`src/sv/cfar_signal_activity_detector_assert.svh`:
```
// Assertion macros shared by the activity detector RTL.
`ifndef CFAR_SIGNAL_ACTIVITY_DETECTOR_ASSERT_SVH
`define CFAR_SIGNAL_ACTIVITY_DETECTOR_ASSERT_SVH
`ifndef SYNTHESIS
`define CSAD_ASSERT_IMPL(name, ante, cons) \
    name: assert property (@(posedge i_clk) disable iff (!i_rst_n) (ante) |-> (cons)) \
        else $error("csad implication check failed");
`define CSAD_ASSERT_NEXT(name, ante, cons) \
    name: assert property (@(posedge i_clk) disable iff (!i_rst_n) (ante) |=> (cons)) \
        else $error("csad next-cycle check failed");
`else
`define CSAD_ASSERT_IMPL(name, ante, cons)
`define CSAD_ASSERT_NEXT(name, ante, cons)
`endif
`endif

```
`src/sv/csad_pkg.sv`:
```
// Shared constants, register indexes and types of the activity detector.
`default_nettype none
package csad_pkg;
    localparam int WINDOW_DEF      = 20;
    localparam int ENERGY_BITS_DEF = 32;
    localparam int ENERGY_IN_BITS  = 32;
    localparam int CFG_IDX_BITS    = 3;
    localparam int CFG_DATA_BITS   = 16;

    localparam logic [CFG_IDX_BITS-1:0] REG_DETECT_FACTOR  = 3'd0;
    localparam logic [CFG_IDX_BITS-1:0] REG_GUARD_CELLS    = 3'd1;
    localparam logic [CFG_IDX_BITS-1:0] REG_END_FRACTION   = 3'd2;
    localparam logic [CFG_IDX_BITS-1:0] REG_END_FRAMES     = 3'd3;
    localparam logic [CFG_IDX_BITS-1:0] REG_HOLDOFF_FRAMES = 3'd4;
    localparam logic [CFG_IDX_BITS-1:0] REG_AVERAGE_WEIGHT = 3'd5;

    localparam logic [7:0]  RST_DETECT_FACTOR  = 8'd10;
    localparam logic [3:0]  RST_GUARD_CELLS    = 4'd2;
    localparam logic [7:0]  RST_END_FRACTION   = 8'd77;
    localparam logic [15:0] RST_END_FRAMES     = 16'd200;
    localparam logic [7:0]  RST_HOLDOFF_FRAMES = 8'd50;
    localparam logic [7:0]  RST_AVERAGE_WEIGHT = 8'd26;

    localparam logic [1:0] PH_FILL    = 2'd0;
    localparam logic [1:0] PH_ARMED   = 2'd1;
    localparam logic [1:0] PH_HOLDOFF = 2'd2;
    localparam logic [1:0] PH_TRACK   = 2'd3;

    typedef struct packed {
        logic shift;
        logic add_en;
    } t_cell_ctrl;
endpackage
`default_nettype wire

```
`src/sv/csad_cell.sv`:
```
// One ring cell: holds an energy entry and, when enabled, adds it to the partial sum passing by.
`default_nettype none
module csad_cell #(
    parameter int ENERGY_BITS = csad_pkg::ENERGY_BITS_DEF,
    parameter int SUM_BITS    = csad_pkg::ENERGY_BITS_DEF + 5
) (
    input  logic                    i_clk,
    input  logic                    i_rst_n,
    input  csad_pkg::t_cell_ctrl    i_ctrl,
    input  logic [ENERGY_BITS-1:0]  i_entry,
    output logic [ENERGY_BITS-1:0]  o_entry,
    input  logic [SUM_BITS-1:0]     i_psum,
    output logic [SUM_BITS-1:0]     o_psum,
    input  logic                    i_tok,
    output logic                    o_tok
);
    logic [ENERGY_BITS-1:0] r_entry;
    logic [SUM_BITS-1:0]    r_psum;
    logic                   r_tok;

    always_ff @(posedge i_clk) begin
        if (!i_rst_n) begin
            r_tok <= 1'b0;
        end else begin
            r_tok <= i_tok;
        end
    end

    always_ff @(posedge i_clk) begin
        if (i_ctrl.shift) begin
            r_entry <= i_entry;
        end
        r_psum <= i_psum + (i_ctrl.add_en ? SUM_BITS'(r_entry) : '0);
    end

    assign o_entry = r_entry;
    assign o_psum  = r_psum;
    assign o_tok   = r_tok;
endmodule
`default_nettype wire

```
`config.mk`:
```
export PLATFORM = sky130hd
export DESIGN_NAME = csad_cell
export DESIGN_NICKNAME = d
export VERILOG_FILES = /design/src/sv/cfar_signal_activity_detector_assert.svh /design/src/sv/csad_pkg.sv /design/src/sv/csad_cell.sv
export SDC_FILE = /design/constraint.sdc
export NUM_CORES = 1
export LEC_CHECK = 0
export ABC_AREA = 1
export BUFFER_PORTS_ARGS = -buffer_cell sky130_fd_sc_hd__buf_2
export CORE_UTILIZATION = 30
export CTS_BUF_LIST = sky130_fd_sc_hd__clkbuf_16
export CTS_CLUSTER_SIZE = 14
export DETAILED_ROUTE_END_ITERATION = 16
export PLACE_DENSITY_LB_ADDON = 0.2
export SETUP_SLACK_MARGIN = 0.05
export SYNTH_ARGS = -nofsm -noshare
export SYNTH_HDL_FRONTEND = slang
export SYNTH_SLANG_ARGS = --single-unit
```
`constraint.sdc`:
```
create_clock -name i_clk -period 2.6 [get_ports i_clk]
set_input_delay 0.52 -clock i_clk [delete_from_list [all_inputs] [get_ports i_clk]]
set_output_delay 0.52 -clock i_clk [all_outputs]
set_load 0.005 [all_outputs]
```
==> impl_metrics.tcl <==
set metrics [dict create \
    outcome "completed" \
    groute.layer.met1.usage_pct 23.4 \
    syn_inst 639 \
    p_comb_share_pct 23.9 \
    hold_class "in -> reg" \
    path_common_cell "nand2_1" \
    num_antenna_cells 0 \
    cts_tree "done" \
    wl_mm 12.5 \
    crit_type "reg -> reg" \
    clockRootBuffer "clkbuf_16" \
    die_x_um 124 \
    synth-seq-area-share_pct 38.6 \
    htree_levels 3 \
    nNetsFinal 899 \
    remaining_drc_errors 0 \
    period_needed_ps 2130 \
    routedWlPerCell_um 12.7 \
    synth.distinct_cells 21 \
    drtAntennaViolNets 0 \
    grt_setup_unrepaired "no" \
    grt_pass1_wl_mm 19.5 \
    core_area_mm2 0.0145 \
    detail_route.vias_per_cell 4.30 \
    cts_hold_buf 0 \
    synth-simple-area-share_pct 30.9 \
    cts_buffer_depth 2 \
    n_fill_cell 1618 \
    crit_path_end_kind "flip-flop" \
    yosys.area.top_type "edfxtp_1" \
    synth_warnings 0 \
    firstDrtPassIters 5 \
    fmax_mhz 470 \
    row_count 44 \
    grt_pass1_vias 4011 \
    synthAdderAreaFrac_pct 9.44 \
    crit_fanout 5 \
    vias 4220 \
    slew_headroom_pct 54.3 \
    grt.overflow.total 0 \
    cts_buffers 9 \
    cts_setup_buffers 0 \
    cpPeakStageDelay_ps 440 \
    maxCapViolations 0 \
    pwr-share-clk_pct 37.4 \
    utilization_pct 39.4 \
    multi_input_area_mm2 0.00224 \
    yosys-top-cells-area "edfxtp_1 (22%), nand2_1 (19%), dfxtp_1 (17%), inv_1 (11%), ha_1 (9.0%)" \
    dp_hpwl_mm 10.6 \
    power.total_mw 3.52 \
    synth_top_area_share_pct 21.6 \
    synth.avg_cell_area_um2 6.97 \
    worst_pin_slew_ps 686 \
    layout-drive-gt1-share_pct 22.1 \
    setup_violations 0 \
    setup_tns_ps 0 \
    grt_use_met3_pct 4.21 \
    start_util_pct 30.7 \
    p_int_mw 2.49 \
    crit_buf_inv 1 \
    seq_area_mm2 0.00172 \
    clock-sinks 70 \
    synth_compound_area_share_pct 6.12 \
    antenna_found_initial 0 \
    synthMuxAreaShare_pct 0 \
    path_cells "nand2_1, inv_1, ha_1, fa_1, nand3_1, nand3_2, nand2_1, nand3_1, nand2_1, nand2_2, nand2_1, nand2_1, nand2_1, nand2_1" \
    leakage_nw 3.38 \
    fin_skew_ps 6.52 \
    crit_path_start_kind "flip-flop" \
    syn_nets 746 \
    period_share_pct 81.8 \
    cts_resized 0 \
    finalHoldViolCount 0 \
    power_switching_mw 1.03 \
    share_seq_of_total_power_pct 38.8 \
    die_h_um 124 \
    grt_max_degree 33 \
    crit_slowest_cell "fa_1" \
    area_growth_syn_to_layout_pct 28.7 \
    port_buffers 143 \
    whs_ps 351 \
    synth_seq_cells 70 \
    power_density_mw_per_mm2 614 \
    critPathTopFamily "simple AND/OR/NAND/NOR gates" \
    final_max_slew_viol_count 0 \
    clk_pin_slew_ps 60 \
    vdd_drop_max_uv 371 \
    synth_top_family_by_area "simple AND/OR/NAND/NOR gates" \
    clock_insertion_delay_worst_skew_ps 340 \
    busiest_layer "met2" \
    drt_iter0_markers 227 \
    crit_arrival_ps 2360 \
    die_area_mm2 0.0153 \
    synth-xor-area-share_pct 3.73 \
    syn_area_mm2 0.00446 \
    switching_share_pct 29.3 \
    required_ps 2830 \
    gp_congestion 0.858 \
    grt_usage_pct 17.2 \
    pin_count 144 \
    met2_usage_pct 25.9 \
]
==> registers in the layout, indices dropped and copies added, names as in the netlist <==
register / flops
o_entry: 32
o_psum: 37
o_tok: 1
==> power by group through the flow <==
stage,Combinational (mW),Clock (mW),Sequential [mW]
floorplan,0.457,0,1.40
global placement,0.846,0,1.39
detailed placement,0.845,0,1.39
CTS,0.850,1.36,1.37
global route,0.962,1.40,1.38
finish,0.840,1.32,1.36
==> per-layer routing <==
layer | vias to the layer above | routed length (µm)
met3 | 15 | 791
met5 | - | 0
met1 | 1800 | 6100
met4 | 0 | 248
met2 | 116 | 5320
li1 | 2289 | -
==> synth_stat cells, drive strengths merged <==
cell type and n:
dfxtp 38, a31oi 2, inv 129, nand3 31
nand4 2, edfxtp 32, xor2 15, nor3 11
clkbuf 3, o21ai 11, nor2 46, o21bai 6
fa 1, nand2 240, a21oi 32, nor4 2
and2 2, ha 32, xnor2 4
==> final cells by class <==
| cell class | count | area share, % |
|---|---|---|
| multi-input cells | 437 | 39.0 |
| repair buffers | 145 | 13.0 |
| flip-flops and latches | 70 | 30.0 |
| clock buffers | 9 | 3.93 |
| well taps | 184 | 4.02 |
| clock inverters | 7 | 1.57 |
| inverters | 129 | 8.45 |
==> cells in the final DEF (no fill, tap or decap), types with 2 or more instances in the layout <==
cell / n
nand3_1: 24
o21ai_0: 11
clkinv_2: 2
o21bai_1: 6
edfxtp_1: 32
nor4_1: 2
nand2_1: 231
bufinv_16: 2
clkbuf_16: 9
xnor2_1: 4
buf_2: 143
dfxtp_1: 38
a31oi_1: 2
ha_1: 32
nand3_2: 7
a21oi_1: 32
nor3_1: 11
and2_1: 2
nand4_1: 2
inv_1: 130
nand2_2: 9
xor2_1: 15
nor2_1: 46
==> worst register-to-register path, cell delays in order, from the launching register on <==
cell and delay (ps):
edfxtp_1 380, nand2_1 80, inv_1 40, ha_1 220, fa_1 440, nand3_1 120
nand3_2 130, nand2_1 90, nand3_1 100, nand2_1 90, nand2_2 80, nand2_1 100
nand2_1 50, nand2_1 50, nand2_1 40
==> final timing paths <==
check / startpoint / endpoint / slack, ps / depth (start not counted)
worst max-delay path: o_entry[0]$_DFFE_PP_ / o_psum[24]$_DFF_P_ / 470 / 14
worst min-delay path: i_entry[17] / o_entry[17]$_DFFE_PP_ / 350 / 1
worst max register to register: o_entry[0]$_DFFE_PP_ / o_psum[24]$_DFF_P_ / 470 / 14
worst min register to register: o_entry[0]$_DFFE_PP_ / o_psum[0]$_DFF_P_ / 580 / 3
==> cells by family (layout without fill, tap and decap cells) <==
kind of cell	after synthesis	count (layout)
AOI/OAI and AO/OA	51	51
adders and majority gates	33	33
and+or+nand+nor	334	334
buffers and inverters	132	290
xor gates and xnor gates	19	19
DFF	70	70
==> metrics by stage <==
stage	setup WS, ps	area [µm²]	cells
floorplan	358	4460	639
global placement	148	5420	965
detailed placement	132	5420	965
CTS	452	5730	981
global route	269	5730	981
finish	474	5730	981
Power figures use the tool's default switching activity.
